`src/rtl/ila_pkg.sv`:
```
// Shared constants, codes and control/status types of the implicit list allocator.
`default_nettype none
package ila_pkg;

  localparam int GRANULES = 4096;
  localparam int IDX_W    = $clog2(GRANULES);
  localparam int GSZ_W    = IDX_W + 1;
  localparam int TAG_W    = GSZ_W + 1;
  localparam int CFG_W    = 17;
  localparam int OP_W     = 5;

  localparam logic [2:0] CMD_ALLOC   = 3'd0;
  localparam logic [2:0] CMD_FREE    = 3'd1;
  localparam logic [2:0] CMD_REALLOC = 3'd2;
  localparam logic [2:0] CMD_CALLOC  = 3'd3;
  localparam logic [2:0] CMD_BEGIN   = 3'd4;
  localparam logic [2:0] CMD_END     = 3'd5;

  localparam logic [OP_W-1:0] OP_NOP       = 5'd0;
  localparam logic [OP_W-1:0] OP_LOAD      = 5'd1;
  localparam logic [OP_W-1:0] OP_PREP      = 5'd2;
  localparam logic [OP_W-1:0] OP_BEGIN0    = 5'd3;
  localparam logic [OP_W-1:0] OP_BEGIN1    = 5'd4;
  localparam logic [OP_W-1:0] OP_END       = 5'd5;
  localparam logic [OP_W-1:0] OP_FAIL_OOM  = 5'd6;
  localparam logic [OP_W-1:0] OP_SET_OK    = 5'd7;
  localparam logic [OP_W-1:0] OP_WALK0     = 5'd8;
  localparam logic [OP_W-1:0] OP_RD_B      = 5'd9;
  localparam logic [OP_W-1:0] OP_STEP      = 5'd10;
  localparam logic [OP_W-1:0] OP_ALLOC_HIT = 5'd11;
  localparam logic [OP_W-1:0] OP_AW0       = 5'd12;
  localparam logic [OP_W-1:0] OP_AW1       = 5'd13;
  localparam logic [OP_W-1:0] OP_AW2       = 5'd14;
  localparam logic [OP_W-1:0] OP_AW3       = 5'd15;
  localparam logic [OP_W-1:0] OP_LIVE_HIT  = 5'd16;
  localparam logic [OP_W-1:0] OP_INPLACE   = 5'd17;
  localparam logic [OP_W-1:0] OP_FREE_INIT = 5'd18;
  localparam logic [OP_W-1:0] OP_RD_N      = 5'd19;
  localparam logic [OP_W-1:0] OP_CK_N      = 5'd20;
  localparam logic [OP_W-1:0] OP_RD_P      = 5'd21;
  localparam logic [OP_W-1:0] OP_CK_P      = 5'd22;
  localparam logic [OP_W-1:0] OP_RD_Q      = 5'd23;
  localparam logic [OP_W-1:0] OP_CK_Q      = 5'd24;
  localparam logic [OP_W-1:0] OP_FW0       = 5'd25;
  localparam logic [OP_W-1:0] OP_FW1       = 5'd26;
  localparam logic [OP_W-1:0] OP_EMIT      = 5'd27;

  typedef struct packed {
    logic [OP_W-1:0] op;
  } ctl_t;

  typedef struct packed {
    logic [2:0] cmd;
    logic       addr_null;
    logic       addr_bad;
    logic       size_zero;
    logic       fits_inplace;
    logic       need_bad;
    logic       begin_bad;
    logic       walk_end;
    logic       tag_bad;
    logic       fit;
    logic       at_target;
    logic       past_target;
    logic       tag_used;
    logic       split;
    logic       nxt_in;
    logic       b_nonzero;
    logic       psz_ok;
  } sts_t;

endpackage
`default_nettype wire

```
`src/rtl/ila_ctrl.sv`:
```
// Controller state machine of the implicit list allocator.
`default_nettype none
module ila_ctrl (
  input  logic          clk,
  input  logic          rst,
  input  logic          in_valid,
  output logic          in_ready,
  output logic          out_valid,
  input  logic          out_ready,
  input  ila_pkg::sts_t sts,
  output ila_pkg::ctl_t ctl
);
  import ila_pkg::*;

  localparam logic [4:0] ST_IDLE   = 5'd0;
  localparam logic [4:0] ST_PREP   = 5'd1;
  localparam logic [4:0] ST_DECODE = 5'd2;
  localparam logic [4:0] ST_BEGIN1 = 5'd3;
  localparam logic [4:0] ST_A_RD   = 5'd4;
  localparam logic [4:0] ST_A_CK   = 5'd5;
  localparam logic [4:0] ST_AW0    = 5'd6;
  localparam logic [4:0] ST_AW1    = 5'd7;
  localparam logic [4:0] ST_AW2    = 5'd8;
  localparam logic [4:0] ST_AW3    = 5'd9;
  localparam logic [4:0] ST_L_RD   = 5'd10;
  localparam logic [4:0] ST_L_CK   = 5'd11;
  localparam logic [4:0] ST_R_DEC  = 5'd12;
  localparam logic [4:0] ST_FREE   = 5'd13;
  localparam logic [4:0] ST_F_RDN  = 5'd14;
  localparam logic [4:0] ST_F_CKN  = 5'd15;
  localparam logic [4:0] ST_F_RDP  = 5'd16;
  localparam logic [4:0] ST_F_CKP  = 5'd17;
  localparam logic [4:0] ST_F_RDQ  = 5'd18;
  localparam logic [4:0] ST_F_CKQ  = 5'd19;
  localparam logic [4:0] ST_FW0    = 5'd20;
  localparam logic [4:0] ST_FW1    = 5'd21;
  localparam logic [4:0] ST_DONE   = 5'd22;

  logic [4:0] state;
  logic [4:0] state_next;
  logic       out_valid_next;
  logic [4:0] after_alloc;
  logic       emit;

  assign in_ready    = (state == ST_IDLE);
  assign after_alloc = (sts.cmd == CMD_REALLOC && !sts.addr_null) ? ST_FREE : ST_DONE;
  assign emit        = (ctl.op == OP_EMIT);

  always_comb begin
    state_next = state;
    ctl.op     = OP_NOP;
    case (state)
      ST_IDLE: begin
        if (in_valid) begin
          ctl.op     = OP_LOAD;
          state_next = ST_PREP;
        end
      end
      ST_PREP: begin
        ctl.op     = OP_PREP;
        state_next = ST_DECODE;
      end
      ST_DECODE: begin
        state_next = ST_DONE;
        case (sts.cmd)
          CMD_ALLOC, CMD_CALLOC: begin
            if (sts.need_bad) begin
              ctl.op = OP_FAIL_OOM;
            end else begin
              ctl.op     = OP_WALK0;
              state_next = ST_A_RD;
            end
          end
          CMD_FREE: begin
            if (sts.addr_null) begin
              ctl.op = OP_SET_OK;
            end else if (!sts.addr_bad) begin
              ctl.op     = OP_WALK0;
              state_next = ST_L_RD;
            end
          end
          CMD_REALLOC: begin
            if (sts.addr_null) begin
              if (sts.need_bad) begin
                ctl.op = OP_FAIL_OOM;
              end else begin
                ctl.op     = OP_WALK0;
                state_next = ST_A_RD;
              end
            end else if (!sts.addr_bad) begin
              ctl.op     = OP_WALK0;
              state_next = ST_L_RD;
            end
          end
          CMD_BEGIN: begin
            if (!sts.begin_bad) begin
              ctl.op     = OP_BEGIN0;
              state_next = ST_BEGIN1;
            end
          end
          CMD_END: ctl.op = OP_END;
          default: begin
          end
        endcase
      end
      ST_BEGIN1: begin
        ctl.op     = OP_BEGIN1;
        state_next = ST_DONE;
      end
      ST_A_RD: begin
        if (sts.walk_end) begin
          ctl.op     = OP_FAIL_OOM;
          state_next = ST_DONE;
        end else begin
          ctl.op     = OP_RD_B;
          state_next = ST_A_CK;
        end
      end
      ST_A_CK: begin
        if (sts.tag_bad) begin
          ctl.op     = OP_FAIL_OOM;
          state_next = ST_DONE;
        end else if (sts.fit) begin
          ctl.op     = OP_ALLOC_HIT;
          state_next = ST_AW0;
        end else begin
          ctl.op     = OP_STEP;
          state_next = ST_A_RD;
        end
      end
      ST_AW0: begin
        ctl.op     = OP_AW0;
        state_next = ST_AW1;
      end
      ST_AW1: begin
        ctl.op     = OP_AW1;
        state_next = sts.split ? ST_AW2 : after_alloc;
      end
      ST_AW2: begin
        ctl.op     = OP_AW2;
        state_next = ST_AW3;
      end
      ST_AW3: begin
        ctl.op     = OP_AW3;
        state_next = after_alloc;
      end
      ST_L_RD: begin
        if (sts.walk_end) begin
          state_next = ST_DONE;
        end else begin
          ctl.op     = OP_RD_B;
          state_next = ST_L_CK;
        end
      end
      ST_L_CK: begin
        if (sts.tag_bad || sts.past_target) begin
          state_next = ST_DONE;
        end else if (sts.at_target) begin
          if (sts.tag_used) begin
            ctl.op     = OP_LIVE_HIT;
            state_next = (sts.cmd == CMD_REALLOC) ? ST_R_DEC : ST_FREE;
          end else begin
            state_next = ST_DONE;
          end
        end else begin
          ctl.op     = OP_STEP;
          state_next = ST_L_RD;
        end
      end
      ST_R_DEC: begin
        if (sts.size_zero) begin
          state_next = ST_FREE;
        end else if (sts.fits_inplace) begin
          ctl.op     = OP_INPLACE;
          state_next = ST_DONE;
        end else if (sts.need_bad) begin
          ctl.op     = OP_FAIL_OOM;
          state_next = ST_DONE;
        end else begin
          ctl.op     = OP_WALK0;
          state_next = ST_A_RD;
        end
      end
      ST_FREE: begin
        ctl.op     = OP_FREE_INIT;
        state_next = ST_F_RDN;
      end
      ST_F_RDN: begin
        if (sts.nxt_in) begin
          ctl.op     = OP_RD_N;
          state_next = ST_F_CKN;
        end else begin
          state_next = ST_F_RDP;
        end
      end
      ST_F_CKN: begin
        ctl.op     = OP_CK_N;
        state_next = ST_F_RDP;
      end
      ST_F_RDP: begin
        if (sts.b_nonzero) begin
          ctl.op     = OP_RD_P;
          state_next = ST_F_CKP;
        end else begin
          state_next = ST_FW0;
        end
      end
      ST_F_CKP: begin
        ctl.op     = OP_CK_P;
        state_next = ST_F_RDQ;
      end
      ST_F_RDQ: begin
        if (sts.psz_ok) begin
          ctl.op     = OP_RD_Q;
          state_next = ST_F_CKQ;
        end else begin
          state_next = ST_FW0;
        end
      end
      ST_F_CKQ: begin
        ctl.op     = OP_CK_Q;
        state_next = ST_FW0;
      end
      ST_FW0: begin
        ctl.op     = OP_FW0;
        state_next = ST_FW1;
      end
      ST_FW1: begin
        ctl.op     = OP_FW1;
        state_next = ST_DONE;
      end
      ST_DONE: begin
        if (!out_valid || out_ready) begin
          ctl.op     = OP_EMIT;
          state_next = ST_IDLE;
        end
      end
      default: state_next = ST_IDLE;
    endcase
  end

  always_comb begin
    out_valid_next = out_valid;
    if (emit) begin
      out_valid_next = 1'b1;
    end else if (out_ready) begin
      out_valid_next = 1'b0;
    end
  end

  always_ff @(posedge clk) begin
    if (rst) begin
      state     <= ST_IDLE;
      out_valid <= 1'b0;
    end else begin
      state     <= state_next;
      out_valid <= out_valid_next;
    end
  end

  a_emit_slot_free: assert property (@(posedge clk) disable iff (rst)
    emit |-> (!out_valid || out_ready))
    else $error("result emitted over an untaken word");

  a_accept_starts: assert property (@(posedge clk) disable iff (rst)
    (in_valid && in_ready) |=> (state == ST_PREP))
    else $error("accepted word did not start a command");

  a_done_holds: assert property (@(posedge clk) disable iff (rst)
    (state == ST_DONE && out_valid && !out_ready) |=> (state == ST_DONE && out_valid))
    else $error("finished command lost while output stalled");

endmodule
`default_nettype wire

```
`config.mk`:
```
export PLATFORM = sky130hd
export DESIGN_NAME = ila_ctrl
export DESIGN_NICKNAME = d
export VERILOG_FILES = /design/src/rtl/ila_pkg.sv /design/src/rtl/ila_ctrl.sv
export SDC_FILE = /design/constraint.sdc
export NUM_CORES = 1
export LEC_CHECK = 0
export BUFFER_PORTS_ARGS = -buffer_cell sky130_fd_sc_hd__buf_2
export CORE_UTILIZATION = 61
export CTS_BUF_LIST = sky130_fd_sc_hd__clkbuf_4 sky130_fd_sc_hd__clkbuf_8
export DETAILED_ROUTE_END_ITERATION = 16
export PLACE_DENSITY = 0.89
export SETUP_SLACK_MARGIN = 0.05
export SYNTH_ARGS = -nofsm -noshare
export SYNTH_HDL_FRONTEND = slang
export SYNTH_SLANG_ARGS = --single-unit
```
`constraint.sdc`:
```
create_clock -name clk -period 3.4 [get_ports clk]
set_clock_uncertainty 0.2 [all_clocks]
set_input_delay 0.51 -clock clk [delete_from_list [all_inputs] [get_ports clk]]
set_output_delay 0.51 -clock clk [all_outputs]
set_load 0.02 [all_outputs]
```
==> results of run 1 <==
[stage by stage]
stage	std cells	worst slack, ns	util (%)
after floorplan	201	1.05	-
after global placement	244	0.734	72.0
after detailed placement	244	0.681	72.0
after CTS	247	0.402	73.1
after global routing	247	0.172	73.1
final	247	0.344	73.1
[sequential cells by signal, summed over array words and instances (netlist names)]
signal and cells:
out_valid 1, state 5
[cell usage after synthesis (2+ instances only)]
master / n
sky130_fd_sc_hd__a211oi_1: 6
sky130_fd_sc_hd__a21oi_1: 19
sky130_fd_sc_hd__a221oi_1: 2
sky130_fd_sc_hd__a22oi_1: 2
sky130_fd_sc_hd__a31oi_1: 10
sky130_fd_sc_hd__and2_1: 3
sky130_fd_sc_hd__and3b_1: 2
sky130_fd_sc_hd__buf_2: 12
sky130_fd_sc_hd__buf_6: 2
sky130_fd_sc_hd__clkbuf_1: 2
sky130_fd_sc_hd__dfxtp_1: 6
sky130_fd_sc_hd__inv_1: 4
sky130_fd_sc_hd__nand2_1: 13
sky130_fd_sc_hd__nand2b_1: 11
sky130_fd_sc_hd__nand3_1: 5
sky130_fd_sc_hd__nand4_1: 4
sky130_fd_sc_hd__nor2_1: 15
sky130_fd_sc_hd__nor2b_1: 13
sky130_fd_sc_hd__nor3_1: 10
sky130_fd_sc_hd__nor3b_1: 4
sky130_fd_sc_hd__nor4_1: 7
sky130_fd_sc_hd__o21a_1: 2
sky130_fd_sc_hd__o21ai_0: 10
sky130_fd_sc_hd__o22ai_1: 2
sky130_fd_sc_hd__o2bb2ai_1: 2
sky130_fd_sc_hd__or3_1: 3
sky130_fd_sc_hd__or4_1: 2
[layout make-up]
type                    count  share of cell area, %
inverters                   4                   1.03
repair buffers             32                   11.5
well taps                  27                   2.31
clock buffers               3                   1.54
flip-flops and latches      6                   8.21
multi-input cells         175                   75.5
[layer usage]
| metal | track usage [%] | up-vias |
|---|---|---|
| met5 | 0 | - |
| met4 | 11.8 | 0 |
| met3 | 8.18 | 29 |
| met2 | 65.5 | 155 |
| met1 | 52.8 | 787 |
| li1 | - | 804 |
[worst max-delay path: cells and delay by family, from the launching register on]
| family | cells | cell delay (ns) |
|---|---|---|
| buf+inv | 1 | 0.17 |
| flops | 1 | 0.86 |
| simple gates | 4 | 1.05 |
[logic make-up after synthesis]
family	synth area share [%]
XOR/XNOR	0.659
AO/OA/AOI/OAI	35.0
AND/OR/NAND/NOR	45.8
multiplexers	1.60
flip-flops	9.03
buffers and inverters	7.90
[layout by cell type (no fill, tap or decap), types with 5 or more instances in the layout]
cell,instances
sky130_fd_sc_hd__nor2b_1,13
sky130_fd_sc_hd__buf_2,29
sky130_fd_sc_hd__nor4_1,7
sky130_fd_sc_hd__a211oi_1,6
sky130_fd_sc_hd__dfxtp_1,6
sky130_fd_sc_hd__nor2_1,15
sky130_fd_sc_hd__a21oi_1,19
sky130_fd_sc_hd__nand2b_1,11
sky130_fd_sc_hd__nand2_1,13
sky130_fd_sc_hd__a31oi_1,10
sky130_fd_sc_hd__nand3_1,5
sky130_fd_sc_hd__o21ai_0,10
sky130_fd_sc_hd__nor3_1,10
[power by group]
part | leakage (nW) | switching (mW) | internal, mW
clock network | 0.0138 | 0.0357 | 0.0406
registers | 0.0491 | 0.120 | 0.0945
logic | 0.505 | 0.461 | 0.323
total | 0.568 | 0.616 | 0.458
[worst max-delay path by stage]
stage	from	to	slack (ns)	depth (start not counted)
after floorplan	state[4]$_SDFFE_PP0P_	ctl[2]	1.05	6
after global placement	state[1]$_SDFFE_PP0P_	ctl[0]	0.73	6
after detailed placement	state[0]$_SDFFE_PP0P_	ctl[0]	0.68	5
after CTS	state[0]$_SDFFE_PP0P_	ctl[0]	0.40	5
after global routing	state[0]$_SDFFE_PP0P_	ctl[0]	0.17	5
final	state[0]$_SDFFE_PP0P_	ctl[0]	0.34	5
==> summary.md, run 1 <==
The flow ran to the end, and the final reports show no timing, DRC or antenna violations. At the worst endpoint, the required time is 2.69 ns. The area enclosed by the die boundary was 0.00237 mm2. After clock tree synthesis, the clock-pin slew on the worst setup and hold paths is 0.06 ns. The relative area change from synthesis to final layout came out at 10.1%.

The count of flip-flops with a built-in enable after synthesis was 0. The clock passes through at most 2 buffers. At the pin with the least slew margin, the transition time is 0.823 ns. Input and output buffers added on the ports amount to 29.

The later pin in the worst-skew pair is clocked with a latency of 0.26 ns. The initial antenna violation count is 0, and the power density normalized to cell area is 734 mW/mm2. TritonCTS built the clock tree. The area of placed instances was 0.00144 mm2.

The die boundary height came out at 48.7 um. The logs give 0.00200 mm2 for the core area and 0.568 nW for the leakage power summed over all cells. The number of cells on the worst reg-to-reg path is 5.

The tools report the final non-filler cell area as 0.00146 mm2. STA puts the critical path data arrival time at 2.35 ns. Pin placement for this block handled 30 I/O pins.

Highest achievable clock rate: 0.327 GHz. In the routed design, unresolved DRC markers number 0. The path with the worst hold slack has its endpoint at out_valid$_SDFFE_PP0P_.

After detailed routing, the met3 layer carries 534 um of wire. In this run the top signal layer used is met4. The tree is rooted in a sky130_fd_sc_hd__clkbuf_4. For this run, the detailed router's first-pass iteration total came to 5. The final-report max-slew violation count is 0. Dividing the detail-routed wire length by the instance count gives 18.0 um. The number of hold buffers added after CTS was 0.

The number of hold-slack violations in the final timing report came out at 0. The post-route netlist has 20.5% of its cells at a drive strength greater than 1. Across the whole layout, storage elements account for 120 um2. The number of cells on the worst hold path was 2; the effective utilization at floorplan was 66.4%.

The cell count after synthesis is 201. The cell type of the slowest stage on the worst timing path is sky130_fd_sc_hd__dfxtp_1. Clock tree synthesis inserted a total of 3 buffers.

Maximum level of the CTS H-tree: 1. The worst setup path is captured at a primary output. The worst hold path begins at rst. The fraction of registers with async set/reset is 0%.

Setup violations remaining at the end of the flow were counted as 0. The run gives 0.00110 mm2 as the footprint of the multi-input gates. The cell type with the largest total area after synthesis is sky130_fd_sc_hd__dfxtp_1. The critical path start-end classification was register to primary output.

Detailed routing inserted a total of 1775 vias. The portion of the clock cycle consumed by the worst path in the final layout came out at 89.9%. The post-synthesis average cell area is 6.62 um2.

The worst register-to-register path ends at state[1]$_SDFFE_PP0P_. The detail route stage leaves a number of antenna-violating nets equal to 0. The most used flip-flop cell after synthesis is sky130_fd_sc_hd__dfxtp_1.

Yosys mapped the design onto 55 distinct sky130hd cell types. After synthesis, flip-flops and latches occupy 9.03% of the total area. For the met1 wire length, the log shows 1700 um.

In this run the register-to-register setup slack is 1.06 ns. The number of max-cap violations came out at 0. For this run, the total global-route usage over all layers was measured as 40.1%. The final period demand of the worst path was 3.06 ns; the tightest hold margin was 0.313 ns.

The worst hold path belongs to the class input port to register. Total power for the finished layout comes to 1.07 mW. The via count of the first global-routing pass came out at 1585.

For the half-perimeter wire length of the detailed placement result, the log shows 3370 um. The tools report the final setup TNS as 0 ns. For the headroom to the max-slew limit, the log shows 45.0%.

Ranked by total cell area, the synthesized netlist is headed by sky130_fd_sc_hd__dfxtp_1 9.0%, sky130_fd_sc_hd__a21oi_1 7.1%, sky130_fd_sc_hd__nor2b_1 6.1%. Across the VDD grid, the largest voltage drop is 0.546 mV. The run gives 2070 um as the total length of routed met2 wires. The startpoint identified for the worst register-to-register timing path is state[0]$_SDFFE_PP0P_. Dividing the detail-routed via count by the number of cells gives 7.19.

The tools report the kind of start point of the critical path as a register. Walking the worst path, the cells encountered are nor2b_1, nand4_1, nand4b_1, or4_1, buf_2. When the netlist entered floorplanning its net count stood at 224.

The largest net degree at the start of global routing is 27, and the number of warnings printed during yosys synthesis is 0. Global routing finished with a remaining overflow of 0. Wire length of the first global-routing pass: 7510 um.

The clock drives 6 sinks. The delay of the slowest critical-path stage was 0.86 ns; the total number of placement rows was 16. The synthesized design devotes to its leading area cell type 9.03% of total area. Synthesis inferred 6 register bits. The synthesized netlist occupies a cell area of 0.00133 mm2. The die extent in x is 48.7 um, and the sum of routed wire length over all layers is 4440 um. After the last flow step, the layout net total stands at 245. Gates resized during post-CTS repair numbered 0. At the end of routability-driven placement, the weighted congestion stood at 1.02. The detailed router finished its first iteration with 153 violations. The filler cells instantiated in the layout total 174. Of all nets on the critical path, the largest fanout is 26.

Setup repair after global routing left no endpoint under its margin. 0 antenna diodes ended up in the layout. Post-CTS timing repair inserted 0 buffers for setup.
Note: power is estimated with default switching activity, not from simulation.
==> run 2: changes to the inputs <==
CORE_UTILIZATION = 59   (was 61)
CTS_BUF_LIST = default   (was sky130_fd_sc_hd__clkbuf_4 sky130_fd_sc_hd__clkbuf_8)
PLACE_DENSITY = 0.86   (was 0.89)
==> summary.md, run 2 (same netlist as run 1, synthesis figures left out) <==
The run finished with clean final reports. The routed wirelength normalized by instance count was 17.7 um (-1.7%); the flip-flop count of the largest register after layout was 5 (unchanged). In this run the most critical hold path is launched from rst. The tools report the final-report max-slew violation count as 0 (unchanged). The run gives 28 (+3.7%) as the largest net degree at the start of global routing.

The overall global routing resource usage is 37.2% (-2.9 points). The critical path is of the register to primary output type. The post-detailed-route DRC marker count came out at 0 (unchanged). The die extent in x is 49.5 um (+1.6%), and the share of post-route cells with drive strength above 1 is 20.8% (+0.36 points). The wire length of the first global-routing pass came out at 7190 um (-4.2%).

The hold buffer count at cts is 0 (unchanged), and the die boundary height is 49.5 um (+1.6%). The clock sink total is 6 (unchanged). The net total in the final layout came out at 246 (+0.41%). The number of max-cap violations is 0 (unchanged). For the final non-filler cell area, the log shows 0.00147 mm2 (+0.51%). The highest achievable clock rate came out at 0.317 GHz (-3.2%). The half-perimeter wire length of the detailed placement result is 3320 um (-1.4%), and the final period demand of the worst path is 3.16 ns (+0.103 ns). The largest registers in the layout are state: 5 flops, out_valid: 1 flops.

The run gives 16 (unchanged) as the total number of placement rows. The power density normalized to cell area came out at 748 mW/mm2 (+2.0%). The critical path goes through nand2_1, or4_4, nor3_1, nor3_1, o21ai_1, buf_2.

The run gives 1542 (-2.7%) as the via count of the first global-routing pass. The worst-path maximum fanout was 27 (+3.8%). The worst setup path is captured at a primary output.

Worst IR drop on VDD: 0.470 mV (-14%). Fill cell total of the finished layout: 192 (+10%). The detailed router's first-iteration violation count was 177 (+16%).

The tools report the worst-case setup slack after placement as 0.638 ns (-0.0440 ns). The clock slew at the register clock pins of the worst setup and hold paths came out at 0.05 ns (about the same). The relative area change from synthesis to final layout came out at 10.6%. In this run the worst setup path begins at state[3]$_SDFFE_PP0P_. The core area came out at 0.00204 mm2 (+2.0%). The number of hold-slack violations in the final timing report was 0 (unchanged). The tools report the final estimated routing congestion in global placement as 1.02 (-0.78%). For the remaining global-route overflow, the log shows 0 (unchanged). The register with the most flip-flops in the final layout is state. The startpoint identified for the worst register-to-register timing path is state[1]$_SDFFE_PP0P_.

The area enclosed by the die boundary was 0.00245 mm2 (+3.3%); the leakage power summed over all cells was 0.572 nW (+0.78%). The number of port buffers is 29 (unchanged), and the post-layout total power is 1.10 mW (+2.5%). In the layout the commonest cells are 29 x sky130_fd_sc_hd__buf_2, 19 x sky130_fd_sc_hd__a21oi_1, 15 x sky130_fd_sc_hd__nor2_1, 13 x sky130_fd_sc_hd__nand2_1, 13 x sky130_fd_sc_hd__nor2b_1. The most numerous cell type found on the critical path is sky130_fd_sc_hd__nor3_1. The final setup TNS is 0 ns (unchanged), and the delay of the slowest critical-path stage is 0.85 ns (about the same).

Clock tree synthesis selected as its root buffer the cell sky130_fd_sc_hd__clkbuf_4. The largest individual stage delay along the critical path comes from the cell sky130_fd_sc_hd__dfxtp_1. TritonCTS built the clock tree. Clock tree buffer depth: 2 (unchanged).

STA classifies the critical path startpoint as a register. Setup repair after global routing left no endpoint under its margin. The required time reported for the critical path endpoint was 2.69 ns (about the same). The via total after detailed routing is 1762 (-0.73%). The tightest min-delay check is of the input port to register type. The sum of routed wire length over all layers is 4390 um (-1.3%), and the setup slack of the critical path after layout is 0.241 ns (-0.103 ns). The clock insertion delay at the later pin of the skew report was 0.24 ns (-0.02 ns); the maximum level of the CTS H-tree was 1 (unchanged). The antenna violation net count after detailed routing came out at 0 (unchanged). The detailed-routing iteration count for the pre-antenna-repair pass came out at 5 (unchanged).

The number of resized instances in the post-cts repair step was 0 (unchanged). The cell family contributing the most delay on the critical path is simple AND/OR/NAND/NOR gates. Initial antenna violation count: 0 (unchanged).

The tools report the clock buffer count from CTS as 3 (unchanged). The buffering stage count on the worst path with inverters included is 1 (unchanged), and the total setup buffers inserted after CTS is 0 (unchanged). Leaving out fill and tap cells, the most frequent cell in the layout is sky130_fd_sc_hd__buf_2.

The portion of the clock cycle consumed by the worst path in the final layout is 92.9% (+3.0 points). The logs give 0.00145 mm2 (+0.52%) for the area of placed instances and 0 (unchanged) for the count of final setup violators. For the number of diodes added for antenna fixing, the log shows 0 (unchanged). The tools report the effective utilization at floorplan as 65.1% (-1.3 points). The transition time at the pin with the least slew margin was 0.886 ns (+0.0625 ns). Via density per instance: 7.10 (-1.1%). The headroom to the max-slew limit came out at 40.9% (-4.2 points). The data arrival time of the critical path was 2.45 ns (+0.10 ns); the top-level I/O count was 30 (unchanged).
-- run 2: final timing paths --
check                           endpoint  slack, ns  cells past startpoint
setup / recovery                  ctl[2]       0.24                      6
hold / removal     state[2]$_SDFFE_PP0P_       0.31                      2
setup reg to reg   state[0]$_SDFFE_PP0P_       1.03                      5
hold reg to reg   out_valid$_SDFFE_PP0P_       0.43                      2
-- run 2: final cells by class --
cell class,count,area (um2),area share (%)
multi-input cells,175,1100,75.1
well taps,27,33.8,2.30
flip-flops and latches,6,120,8.16
inverters,4,15.0,1.02
repair buffers,33,175,11.9
clock buffers,3,22.5,1.53
-- run 2: per-layer routing --
metal  wire length (um)  vias to the layer above  global-route usage [%]
li1                   -                      816                       -
met2               1970                      155                    60.7
met4                145                        0                    11.0
met3                601                       23                    2.47
met5                  0                        -                       0
met1               1670                      768                    52.1
-- run 2: through the flow --
stage	util [%]	std cells	hold slack (ns)
after global routing	72.1	248	0.338
after global placement	71.0	245	0.412
after floorplan	-	201	0.379
final	72.1	248	0.312
after CTS	72.1	248	0.309
after detailed placement	71.0	245	0.414
-- run 2: report_power, final --
group	internal, mW	leakage (nW)	switching, mW
logic	0.341	0.509	0.491
registers	0.0948	0.0491	0.110
clock network	0.0399	0.0138	0.0247
==> run 3: changes to the inputs <==
CORE_UTILIZATION = 49   (was 59)
HOLD_SLACK_MARGIN = 0.08   (was default)
PLACE_DENSITY = 0.76   (was 0.86)
clock period = 2.9 ns   (was 3.4 ns; I/O delays follow)
==> summary.md, run 3 (same netlist as run 1, synthesis figures left out) <==
The tools report the clock buffer count from CTS as 3 (unchanged). The core area is 0.00252 mm2 (+24%). The clock sink total was 6 (unchanged); the final core utilization was 60.4% (-12 points). The final period demand of the worst path came out at 2.75 ns. The net total in the final layout was 252 (+2.4%); the data arrival time of the critical path was 2.12 ns (-0.33 ns). The flip-flop count of the largest register after layout was 5 (unchanged); the detailed-routing iteration count for the pre-antenna-repair pass was 6 (+1).

The setup slack of the critical path after layout came out at 0.149 ns (-0.0919 ns). The effective utilization at floorplan is 52.7% (-12 points), and the via density per instance is 6.70 (-5.6%). The critical path start-end classification is register to primary output. The required time reported for the critical path endpoint is 2.27 ns (-0.42 ns), and the share of post-route cells with drive strength above 1 is 24.2% (+3.4 points). The largest registers in the layout are state: 5 flops, out_valid: 1 flops. The die extent in x works out to 54.1 um (+9.3%). The remaining global-route overflow was 0 (unchanged). The worst IR drop on VDD was 0.764 mV (+63%); the number of resized instances in the post-cts repair step was 0 (unchanged).

The total setup buffers inserted after CTS is 0 (unchanged), and the non-filler instance count after layout is 257 (+3.6%). The count of final setup violators is 0 (unchanged). Based on the critical path, the design can be clocked at up to 0.364 GHz. The transition time at the pin with the least slew margin came out at 0.502 ns (-0.384 ns). The path class of the tightest hold or removal check is input port to register. The top-level I/O count is 30 (unchanged).

The run gives 0 (unchanged) as the initial antenna violation count. The area growth from synthesis to layout is 14.6%. The tools report the via total after detailed routing as 1723 (-2.2%). The signal on the critical path passes through buf_4, nor3b_1, o21ai_0, a21oi_1, or4_1, buf_2.

The number of diodes added for antenna fixing came out at 0 (unchanged). Kind of start point of the critical path: a register. The tools report the number of max-cap violations as 0 (unchanged). The headroom to the max-slew limit came out at 66.5% (+26 points). The flow ran to the end, and the final reports show no timing, DRC or antenna violations. The routed wirelength normalized by instance count came out at 16.8 um (-4.8%). The tools report the clock tree buffer depth as 2 (unchanged). The endpoint class of the critical path is a primary output. The post-detailed-route DRC marker count was 0 (unchanged); the area enclosed by the die boundary was 0.00293 mm2 (+20%). The worst-path maximum fanout is 14 (-48%), and the leakage power summed over all cells is 0.602 nW (+5.2%). Setup repair after global routing left no endpoint under its margin. The tools report the via count of the first global-routing pass as 1436 (-6.9%).

Register with the most flip-flops: state. The power density normalized to cell area is 857 mW/mm2 (+15%). Placed cell count: 254 (+3.7%). The clock slew at the register clock pins of the worst setup and hold paths was 0.05 ns (about the same).

The maximum level of the CTS H-tree is 1 (unchanged). In this run the clock root is driven by a sky130_fd_sc_hd__clkbuf_4. The tools report the number of hold-slack violations in the final timing report as 0 (unchanged).

Leaving out fill and tap cells, the most frequent cell in the layout is sky130_fd_sc_hd__buf_2. The tools report the wire length of the first global-routing pass as 6710 um (-6.7%). For the total number of placement rows, the log shows 18 (+2). The die boundary height works out to 54.1 um (+9.3%).

The detailed router's first-iteration violation count is 80 (-55%). Cell type of the slowest stage on the worst timing path: sky130_fd_sc_hd__dfxtp_1. The clock insertion delay at the later pin of the skew report was 0.25 ns (about the same); the portion of the clock cycle consumed by the worst path in the final layout was 94.8%. The run gives 0 (unchanged) as the antenna violation net count after detailed routing. In the layout the commonest cells are 29 x sky130_fd_sc_hd__buf_2, 19 x sky130_fd_sc_hd__a21oi_1, 15 x sky130_fd_sc_hd__nor2_1, 13 x sky130_fd_sc_hd__nand2_1, 13 x sky130_fd_sc_hd__nor2b_1. The delay of the slowest critical-path stage was 0.62 ns (-0.23 ns). The tools report the final setup TNS as 0 ns (unchanged). The final estimated routing congestion in global placement is 0.964 (-5.1%), and the hold buffer count at cts is 0 (unchanged). The worst-case setup slack after placement is 0.341 ns (-0.297 ns). The overall global routing resource usage came out at 31.6% (-5.7 points).

The number of port buffers came out at 29 (unchanged). TritonCTS built the clock tree. The area of placed instances is 0.00150 mm2 (+3.4%), and the final-report max-slew violation count is 0 (unchanged). The logs give 23 (-18%) for the largest net degree at the start of global routing and 3320 um (about the same) for the half-perimeter wire length of the detailed placement result. Final non-filler cell area: 0.00152 mm2 (+3.6%).

The sum of routed wire length over all layers was 4330 um (-1.4%).
run 3: layout make-up:
cell class	instances	area, um2
Inverter	4	15.0
Tap cell	30	37.5
Sequential cell	6	124
Multi-Input combinational cell	175	1100
Fill cell	255	998
Timing Repair Buffer	39	220
Clock buffer	3	22.5
run 3: power by group:
group          internal (mW)  total, mW  switching (mW)  leakage (nW)
clock                 0.0470     0.0804          0.0334        0.0138
combinational          0.429      0.998           0.568         0.538
sequential             0.114      0.228           0.114        0.0503
run 3: worst paths after layout:
kind         slack, ns                     end  cells after the start              startpoint
max               0.15                  ctl[0]                      6   state[0]$_SDFFE_PP0P_
min               0.24   state[1]$_SDFFE_PP0P_                      2                     rst
max reg2reg       0.76   state[1]$_SDFFE_PP0P_                      6   state[0]$_SDFFE_PP0P_
min reg2reg       0.38  out_valid$_SDFFE_PP0P_                      2  out_valid$_SDFFE_PP0P_
run 3: worst max-delay path: cells and delay by family, from the launching register on:
kind            cells  cell delay, ns
flops               1            0.62
simple gates        2            0.57
buf+inv             2            0.44
compound gates      2            0.24
run 3: metal layers:
layer / wire length [um] / GRT usage, %
met2: 1940 / 49.6
met3: 474 / 5.65
met5: 0 / 0
met1: 1860 / 45.3
met4: 54 / 4.27
run 3: per-stage QoR:
| step | power, mW | hold WS, ns |
|---|---|---|
| after global routing | 1.41 | 0.250 |
| after detailed placement | 1.20 | 0.372 |
| final | 1.31 | 0.244 |
| after global placement | 1.19 | 0.360 |
| after CTS | 1.28 | 0.240 |
| after floorplan | 0.913 | 0.304 |
